===== config.mk =====
export PLATFORM = sky130hd
export DESIGN_NAME = circular_queue_fifo_core
export DESIGN_NICKNAME = d
export VERILOG_FILES = /design/src/sv/cqf_pkg.sv /design/src/sv/cqf_cell.sv /design/src/sv/circular_queue_fifo_core.sv
export VERILOG_INCLUDE_DIRS = /design/src /design/src/sv
export SDC_FILE = /design/constraint.sdc
export NUM_CORES = 1
export LEC_CHECK = 0
export BUFFER_PORTS_ARGS = -buffer_cell sky130_fd_sc_hd__buf_4
export CORE_MARGIN = 1
export CORE_UTILIZATION = 50
export DETAILED_ROUTE_END_ITERATION = 12
export GPL_TIMING_DRIVEN = 1
export PLACE_DENSITY = 0.78
export SYNTH_ARGS = -nofsm -noshare
export SYNTH_HDL_FRONTEND = slang
export SYNTH_SLANG_ARGS = --single-unit

===== constraint.sdc =====
create_clock -name aclk -period 4 [get_ports aclk]
set_input_delay 0.4 -clock aclk [delete_from_list [all_inputs] [get_ports aclk]]
set_output_delay 0.4 -clock aclk [all_outputs]
set_load 0.02 [all_outputs]

===== src/sv/circular_queue_fifo_core_defines.svh =====
// ----------------------------------------------------------------------------
// Circular queue FIFO assertion macros
// Shared concurrent assertion helpers, compiled out for synthesis.
// ----------------------------------------------------------------------------
`ifndef CIRCULAR_QUEUE_FIFO_CORE_DEFINES_SVH
`define CIRCULAR_QUEUE_FIFO_CORE_DEFINES_SVH

`ifndef SYNTHESIS
`define CQF_ASSERT_HOLDS(lbl, expr, msg) \
    lbl: assert property (@(posedge aclk) disable iff (!aresetn) (expr)) \
        else $error(msg);
`define CQF_ASSERT_NEXT(lbl, ante, cons, msg) \
    lbl: assert property (@(posedge aclk) disable iff (!aresetn) (ante) |=> (cons)) \
        else $error(msg);
`else
`define CQF_ASSERT_HOLDS(lbl, expr, msg)
`define CQF_ASSERT_NEXT(lbl, ante, cons, msg)
`endif

`endif


===== src/sv/cqf_pkg.sv =====
`timescale 1ns / 1ps
// ----------------------------------------------------------------------------
// Circular queue FIFO package
// Sizes, action and status codes, transfer payload types and word helpers.
// ----------------------------------------------------------------------------
package cqf_pkg;

    localparam int SLOTS      = 8;
    localparam int DATA_BITS  = 32;
    localparam int FIELD_BITS = 32;
    localparam int CELLS      = SLOTS - 1;

    typedef enum logic [1:0] {
        ACT_ENQ  = 2'd0,
        ACT_DEQ  = 2'd1,
        ACT_PEEK = 2'd2
    } action_t;

    typedef enum logic [1:0] {
        ST_OK         = 2'd0,
        ST_OVERFLOW   = 2'd1,
        ST_UNDERFLOW  = 2'd2,
        ST_PEEK_EMPTY = 2'd3
    } status_t;

    typedef struct packed {
        logic [1:0]            action;
        logic [FIELD_BITS-1:0] value;
    } cqf_in_t;

    typedef struct packed {
        logic [FIELD_BITS-1:0] data;
        logic [1:0]            status;
        logic                  now_empty;
        logic                  now_full;
    } cqf_out_t;

    typedef struct packed {
        logic                 shift;
        logic                 load;
        logic [DATA_BITS-1:0] word;
    } cqf_cmd_t;

    function automatic logic [DATA_BITS-1:0] to_word(input logic [FIELD_BITS-1:0] v);
        logic [FIELD_BITS+DATA_BITS-1:0] ext;
        ext = {{DATA_BITS{1'b0}}, v};
        return ext[DATA_BITS-1:0];
    endfunction

    function automatic logic [FIELD_BITS-1:0] from_word(input logic [DATA_BITS-1:0] w);
        logic [FIELD_BITS+DATA_BITS-1:0] ext;
        ext = {{FIELD_BITS{1'b0}}, w};
        return ext[FIELD_BITS-1:0];
    endfunction

endpackage


===== src/sv/cqf_cell.sv =====
`timescale 1ns / 1ps
// ----------------------------------------------------------------------------
// Circular queue FIFO cell
// One queue position: takes its upper neighbor's word on a shift, or the
// incoming word when it is the first free position on a load.
// ----------------------------------------------------------------------------
module cqf_cell (
    input  logic                          aclk,
    input  logic                          aresetn,
    input  cqf_pkg::cqf_cmd_t             cmd,
    input  logic                          prev_valid,
    input  logic                          next_valid,
    input  logic [cqf_pkg::DATA_BITS-1:0] next_data,
    output logic                          cell_valid,
    output logic [cqf_pkg::DATA_BITS-1:0] cell_data
);
    import cqf_pkg::*;

    logic                 valid_reg;
    logic                 valid_next;
    logic [DATA_BITS-1:0] data_reg;
    logic [DATA_BITS-1:0] data_next;

    always_comb begin
        valid_next = valid_reg;
        data_next  = data_reg;
        if (cmd.shift) begin
            valid_next = next_valid;
            data_next  = next_data;
        end else if (cmd.load && !valid_reg && prev_valid) begin
            valid_next = 1'b1;
            data_next  = cmd.word;
        end
    end

    always_ff @(posedge aclk) begin
        if (!aresetn) begin
            valid_reg <= 1'b0;
        end else begin
            valid_reg <= valid_next;
        end
    end

    always_ff @(posedge aclk) begin
        data_reg <= data_next;
    end

    assign cell_valid = valid_reg;
    assign cell_data  = data_reg;

endmodule


===== src/sv/circular_queue_fifo_core.sv =====
`timescale 1ns / 1ps
// ----------------------------------------------------------------------------
// Circular queue FIFO core
// Request-driven FIFO of SLOTS-1 words: enqueue, dequeue or peek per transfer.
// ----------------------------------------------------------------------------
// Usage:
//   s_valid/s_ready/s_payload carry one request (action, value) per transfer.
//   m_valid/m_ready/m_payload return exactly one result per request: data,
//   status, and the empty and full flags after the request took effect.
//   The result is registered: valid in the cycle after the request transfers.
//   Throughput is one request per cycle; the queue is a row of SLOTS-1 cells,
//   the oldest word in cell 0, and a dequeue shifts every cell down by one
//   in the same cycle, so no request waits on another.
//   A full enqueue, an empty dequeue or an empty peek reports its status and
//   leaves the queue unchanged; action code 3 does nothing and reports ok.
//   Reset empties the queue and drops any pending result.
//   While the receiver holds m_ready low with a result pending, s_ready is
//   low and the queue holds; a new request is taken in the cycle the pending
//   result transfers.
// ----------------------------------------------------------------------------
`include "circular_queue_fifo_core_defines.svh"

module circular_queue_fifo_core (
    input  logic              aclk,
    input  logic              aresetn,
    input  logic              s_valid,
    output logic              s_ready,
    input  cqf_pkg::cqf_in_t  s_payload,
    output logic              m_valid,
    input  logic              m_ready,
    output cqf_pkg::cqf_out_t m_payload
);
    import cqf_pkg::*;

    logic [CELLS-1:0]     valid_bits;
    logic [DATA_BITS-1:0] cell_data  [CELLS];
    logic [CELLS-1:0]     prev_valid;
    logic [CELLS-1:0]     next_valid;
    logic [DATA_BITS-1:0] next_data  [CELLS];
    cqf_cmd_t             cmd;

    logic                  in_fire;
    logic                  is_empty;
    logic                  is_full;
    logic                  m_valid_reg;
    logic                  m_valid_next;
    logic [FIELD_BITS-1:0] m_data_reg;
    logic [FIELD_BITS-1:0] m_data_next;
    status_t               m_status_reg;
    status_t               m_status_next;

    assign s_ready  = !m_valid_reg || m_ready;
    assign in_fire  = s_valid && s_ready;
    assign is_empty = !valid_bits[0];
    assign is_full  = valid_bits[CELLS-1];

    for (genvar i = 0; i < CELLS; i++) begin : g_cell
        if (i == 0) begin : g_first
            assign prev_valid[i] = 1'b1;
        end else begin : g_inner
            assign prev_valid[i] = valid_bits[i-1];
        end
        if (i == CELLS - 1) begin : g_last
            assign next_valid[i] = 1'b0;
            assign next_data[i]  = '0;
        end else begin : g_link
            assign next_valid[i] = valid_bits[i+1];
            assign next_data[i]  = cell_data[i+1];
        end

        cqf_cell u_cell (
            .aclk       (aclk),
            .aresetn    (aresetn),
            .cmd        (cmd),
            .prev_valid (prev_valid[i]),
            .next_valid (next_valid[i]),
            .next_data  (next_data[i]),
            .cell_valid (valid_bits[i]),
            .cell_data  (cell_data[i])
        );
    end

    always_comb begin
        cmd.shift     = 1'b0;
        cmd.load      = 1'b0;
        cmd.word      = to_word(s_payload.value);
        m_status_next = ST_OK;
        m_data_next   = '0;
        unique case (s_payload.action)
            ACT_ENQ: begin
                if (is_full) begin
                    m_status_next = ST_OVERFLOW;
                end else begin
                    cmd.load = in_fire;
                end
            end
            ACT_DEQ: begin
                if (is_empty) begin
                    m_status_next = ST_UNDERFLOW;
                end else begin
                    cmd.shift   = in_fire;
                    m_data_next = from_word(cell_data[0]);
                end
            end
            ACT_PEEK: begin
                if (is_empty) begin
                    m_status_next = ST_PEEK_EMPTY;
                end else begin
                    m_data_next = from_word(cell_data[0]);
                end
            end
            default: begin
            end
        endcase
    end

    always_comb begin
        m_valid_next = m_valid_reg;
        if (in_fire) begin
            m_valid_next = 1'b1;
        end else if (m_ready) begin
            m_valid_next = 1'b0;
        end
    end

    always_ff @(posedge aclk) begin
        if (!aresetn) begin
            m_valid_reg <= 1'b0;
        end else begin
            m_valid_reg <= m_valid_next;
        end
    end

    always_ff @(posedge aclk) begin
        if (in_fire) begin
            m_data_reg   <= m_data_next;
            m_status_reg <= m_status_next;
        end
    end

    assign m_valid             = m_valid_reg;
    assign m_payload.data      = m_data_reg;
    assign m_payload.status    = m_status_reg;
    assign m_payload.now_empty = is_empty;
    assign m_payload.now_full  = is_full;

    `CQF_ASSERT_HOLDS(a_cells_packed, ((valid_bits >> 1) & ~valid_bits) == '0, "occupied cells not packed toward the head")
    `CQF_ASSERT_HOLDS(a_overflow_full, !(m_valid && m_status_reg == ST_OVERFLOW) || is_full, "overflow reported on a queue that is not full")
    `CQF_ASSERT_HOLDS(a_underflow_empty, !(m_valid && (m_status_reg == ST_UNDERFLOW || m_status_reg == ST_PEEK_EMPTY)) || is_empty, "empty status reported on a queue with words")
    `CQF_ASSERT_NEXT(a_deq_count, cmd.shift, $countones(valid_bits) == $past($countones(valid_bits)) - 1, "dequeue did not remove exactly one word")
    `CQF_ASSERT_NEXT(a_enq_count, cmd.load, $countones(valid_bits) == $past($countones(valid_bits)) + 1, "enqueue did not add exactly one word")

endmodule


Yosys cells after proc, flatten, opt, wreduce, memory -nomap -nowiden
Cells that the tools add are included.

word-level totals
  input port bits = 38
  output and inout port bits = 38
  logic and storage cells = 88
  register bits = 266

operators by class
  equal/unequal tests = 2
  reduce and logical (&&, ||, !) cells = 34
  multiplexer cells = 34
  bitwise operators = 1

operator list
  kind                                                                   number
  32-bit 2-to-1 mux                                                      12
  1-bit 2-to-1 mux                                                       19
  1-bit logical AND                                                      14
  2-bit nonzero test                                                     7
  1-bit logical NOT                                                      8
  2-bit one-hot mux with 3 select lines                                  1
  2-bit 2-to-1 mux                                                       2
  2-bit OR reduction                                                     2
  2-bit by 1-bit equality test with 1-bit output, second input constant  1
  2-bit equality test, second input constant                             1
  2-bit logical NOT                                                      1
  2-bit AND reduction                                                    1
  1-bit logical OR                                                       1
  1-bit NOT                                                              1

Depth between registers and ports, before layout
  word-level depth = 9
  mapped depth = 8
  mapped depth without buffers = 5

Modules after synthesis
Synthesis repeated with hierarchy kept, for this count alone.

second synthesis, totals
  cells, all modules = 620
  area total of the unflattened synthesis = 12,201.7 um2

modules (own cells, without submodules)
  module                    sequential area each (um2)  instances  cells an instance  area an instance (um2)
  cqf_cell                  980.9                       7          75                 1,536.5
  circular_queue_fifo_core  1,041.0                     1          95                 1,446.4

Worst setup path before layout
OpenSTA, ideal clock, no wires.

  path kind = input -> register
  start point = in s_payload[32] (netlist name)
  end point = reg g_cell[1].u_cell.data_reg[0], enable pin
  library setup time = 0.466 ns
  setup slack = 0.129 ns
  stages = 5
  required time = 3.534 ns
  arrival = 3.406 ns
  buffers on the path = 0
  cell sequence = inv_1 -> ha_1 -> nor2b_1 -> nand4_1 -> o21ai_0

on the way
  cells in the longest elaborated chain, start to end = 5
  elaborated cells on any way between the ends = 7
  those cells by class = 1 x eq/ne; 2 x mux; 4 x reduce/logical

RTL lines
  item                            RTL line                        source
  start: declaration              circular_queue_fifo_core.sv:28  input cqf_pkg::cqf_in_t s_payload,
  2-bit logical NOT               circular_queue_fifo_core.sv:89  unique case (s_payload.action)
  1-bit 2-to-1 mux                circular_queue_fifo_core.sv:89
  1-bit logical AND (2 in a row)  cqf_cell.sv:30                  end else if (cmd.load && !valid_reg && prev_valid) begin
  2-bit nonzero test (no line) *  -
  end signal: assignment          cqf_cell.sv:45                  data_reg <= data_next;
  end: declaration                cqf_cell.sv:21                  logic [DATA_BITS-1:0] data_reg;

Mark *: on every way between the ends. The rest lies on a longest branch, timed or not.
A chain may end at the register's enable or synchronous reset.

Worst setup path in the final report
  start point = reg g_cell[6].u_cell.valid_reg
  end point = reg g_cell[5].u_cell.data_reg[23], enable pin

on the way
  cells in the longest elaborated chain, start to end = 5

RTL lines
  item                            RTL line                        source
  start: declaration              cqf_cell.sv:19                  logic valid_reg;
  start signal: assignment        cqf_cell.sv:40                  valid_reg <= valid_next;
  1-bit 2-to-1 mux                circular_queue_fifo_core.sv:91  if (is_full) begin
  1-bit 2-to-1 mux                circular_queue_fifo_core.sv:89
  1-bit logical AND (2 in a row)  cqf_cell.sv:30
  2-bit nonzero test (no line)    -
  end signal: assignment          cqf_cell.sv:45
  end: declaration                cqf_cell.sv:21

No other way between the ends.

==> results_dict.tcl <==
set metrics [dict create \
    r2r_cells 4 \
    die_area_mm2 0.0223 \
    synth_nets 782 \
    cp_max_fo 19 \
    drv_slew 0 \
    critical_path_required_ns 4.20 \
    reg2reg_from "g_cell[6].u_cell.cell_valid" \
    synth_top_area_share_pct 62.5 \
    detail_route.vias_per_cell 6.07 \
    gp_congestion 0.743 \
    yosys.area.top_type "edfxtp_1" \
    synth.avg_cell_area_um2 14.7 \
    startpoint "g_cell[6].u_cell.cell_valid" \
    cts-buffers-inserted 27 \
    antenna_cells 0 \
    async_flop_share_pct 0 \
    yosys-top-cells-area "edfxtp_1 (62%), a21o_1 (13%), dfxtp_1 (7.4%), o31a_1 (2.6%), o31ai_1 (2.2%)" \
    wl_per_cell_um 20.4 \
    die_height_um 149 \
    die_w_um 149 \
    design.core.area_mm2 0.0212 \
    p_leak_nw 5.14 \
    grt_pass1_vias 6530 \
    drtIter0Drc 529 \
    port_buffers 75 \
    fin_skew_ns 0.00775 \
    cp_slowest_stage_delay_ns 0.72 \
    relSlewSlack_pct 20.0 \
    cp.arrival_ns 2.58 \
    worstMarginPinSlew_ns 1.20 \
    yosysSeqAreaShare_pct 69.8 \
    use_met1_pct 25.9 \
    drv_cap 0 \
    tns_ns 0 \
    cp_slowest_cell "o21ai_2" \
    hold_start "s_payload[1]" \
    rsz0062_at_grt "no" \
    startpoint_type "register" \
    max-vdd-ir-drop_v 0.000325 \
    cts_tree "done" \
    critPathCaptureType "register" \
    outcome "complete, no violations" \
    drc 0 \
    grt_pass1_wl_um 35000 \
    synthesis.area_mm2 0.0109 \
    grt-busiest-layer "met2" \
    track_usage_pct 20.4 \
    instances_no_fill 1088 \
    dp.cells 1039 \
    ys_seq_elements 266 \
    comb_power_share_pct 6.5 \
    intPower_mw 4.60 \
    initial_utilization_pct 51.4 \
    final_antenna_net_count 0 \
    dpl.hpwl_um 12800 \
    clock-sinks 266 \
    post_cts_resized 0 \
    yosys_warnings 0 \
    seq_power_share_pct 53.3 \
    row_count 53 \
    nets 835 \
    crit_buf_inv 1 \
    hold_viol 0 \
    grt_max_degree 118 \
    grt_util_met2_pct 35.7 \
    area_growth_pct 14.0 \
    ys.flop_type "edfxtp_1" \
    num_io_pins 76 \
    cts_root_buffer "clkbuf_16" \
    largest_reg_flops 224 \
    fill_cells 1614 \
    clock_power_share_pct 40.3 \
    dr_total_vias 6600 \
    postCtsHoldBufs 0 \
    synth_edf_count 226 \
    place_ws_ns 1.09 \
    p_sw_share_pct 21.3 \
    clock.fmax_mhz 420 \
    clock_latency_ns 0.52 \
    finalCritPeriodShare_pct 59.5 \
    placed_area_mm2 0.0116 \
    drive_gt1_share_pct 17.0 \
    stdcell_area_mm2 0.0124 \
    path_cells "nor2b_1 -> nand4_1 -> o21ai_2 -> buf_4" \
    cts_setup_buffers 0 \
    htree_num_levels 1 \
    synth.distinct_cells 30 \
    clk_pin_slew_ns 0.06 \
    hp-class "in2reg" \
    firstDrtPassIters 5 \
    hold_depth 3 \
    antenna_found_initial 0 \
    critPathKind "reg2reg" \
    grt_util_met3_pct 3.05 \
    ctsLongestPathBuffers 3 \
    utilization_pct 58.6 \
    setup_slack_ns 1.62 \
    routed_wirelength_um 22200 \
    switchingPower_mw 1.24 \
    crit_family "compound AO/OA/AOI/OAI gates" \
    overflow 0 \
    period_minus_slack_ns 2.38 \
    cp_num_cells 4 \
    p_per_area_mw_per_mm2 472 \
    synthCells 740 \
    finalSetupViolCount 0 \
]
-- layer usage --
metal / vias up / routed length [um]
met3: 49 / 1240
met4: 0 / 670
met5: - / 0
met2: 228 / 11300
li1: 3026 / -
met1: 3297 / 9020
-- final timing paths --
path	endpoint	slack (ns)
max	g_cell[5].u_cell.cell_data[23]	1.62
min	g_cell[6].u_cell.cell_data[1]	0.14
max reg2reg	g_cell[5].u_cell.cell_data[23]	1.62
min reg2reg	g_cell[6].u_cell.cell_data[1]	0.47
-- metrics by stage --
| step | hold slack [ns] | power, mW |
|---|---|---|
| after global routing | 0.138 | 6.02 |
| after CTS | 0.128 | 5.89 |
| after detailed placement | 0.461 | 3.54 |
| after floorplan | 0.446 | 3.41 |
| final | 0.144 | 5.84 |
| after global placement | 0.456 | 3.53 |
-- cell type report --
type | count | area, um^2 | area share (%)
clock inverters | 15 | 115 | 0.929
clock buffers | 34 | 702 | 5.67
repair buffers | 92 | 716 | 5.78
inverters | 11 | 41.3 | 0.333
flip-flops and latches | 266 | 7590 | 61.2
multi-input cells | 395 | 2880 | 23.3
well taps | 275 | 344 | 2.78
-- cells in the final DEF, fill, tap and decap left out, drive strengths merged --
cell type	synthesis	routed
edfxtp	226	226
a21o	192	192
buf	50	92
dfxtp	40	40
nand4	37	37
clkbuf	18	34
a21oi	33	33
and3	32	32
o31a	32	32
o31ai	32	32
clkinv	0	12
inv	11	11
a31oi	6	6
o21ai	6	6
o41ai	4	4
ha	4	4
nor2	3	3
nor3	3	3
nand3	2	2
a221oi	2	2
bufinv	0	2
nor2b	2	2
and2	1	1
nand2	1	1
a22oi	1	1
and3b	1	1
nand3b	1	1
clkinvlp	0	1
-- cells in the mapped netlist (5+ instances only) --
cell,number
buf_2,21
dfxtp_1,40
o21ai_0,6
edfxtp_1,226
clkbuf_1,18
buf_6,5
a31oi_1,6
a21o_1,192
nand4_1,37
inv_1,9
o31a_1,32
and3_1,32
buf_4,23
o31ai_1,32
a21oi_1,33
-- power groups by stage --
stage | Sequential, mW | Combinational, mW | Clock (mW)
4_1_cts | 3.11 | 0.378 | 2.40
2_1_floorplan | 3.19 | 0.218 | 0
6_report | 3.11 | 0.377 | 2.35
5_1_grt | 3.12 | 0.409 | 2.49
3_5_place_dp | 3.17 | 0.375 | 0
3_3_place_gp | 3.17 | 0.361 | 0
-- tightest hold or removal path, delay by kind of cell --
family,cells,cell delay (ns)
buf+inv,1,0.11
compound gates,1,0.05
simple gates,1,0.06
-- kinds of logic (layout without fill, tap and decap cells) --
| kind of cell | Yosys count | count (layout) | synth area share (%) |
|---|---|---|---|
| buf+inv | 79 | 152 | 4.11 |
| flops | 266 | 266 | 69.8 |
| simple gates | 83 | 83 | 4.73 |
| fa+ha+maj | 4 | 4 | 0.461 |
| compound gates | 308 | 308 | 20.9 |
Power figures use the tool's default switching activity.
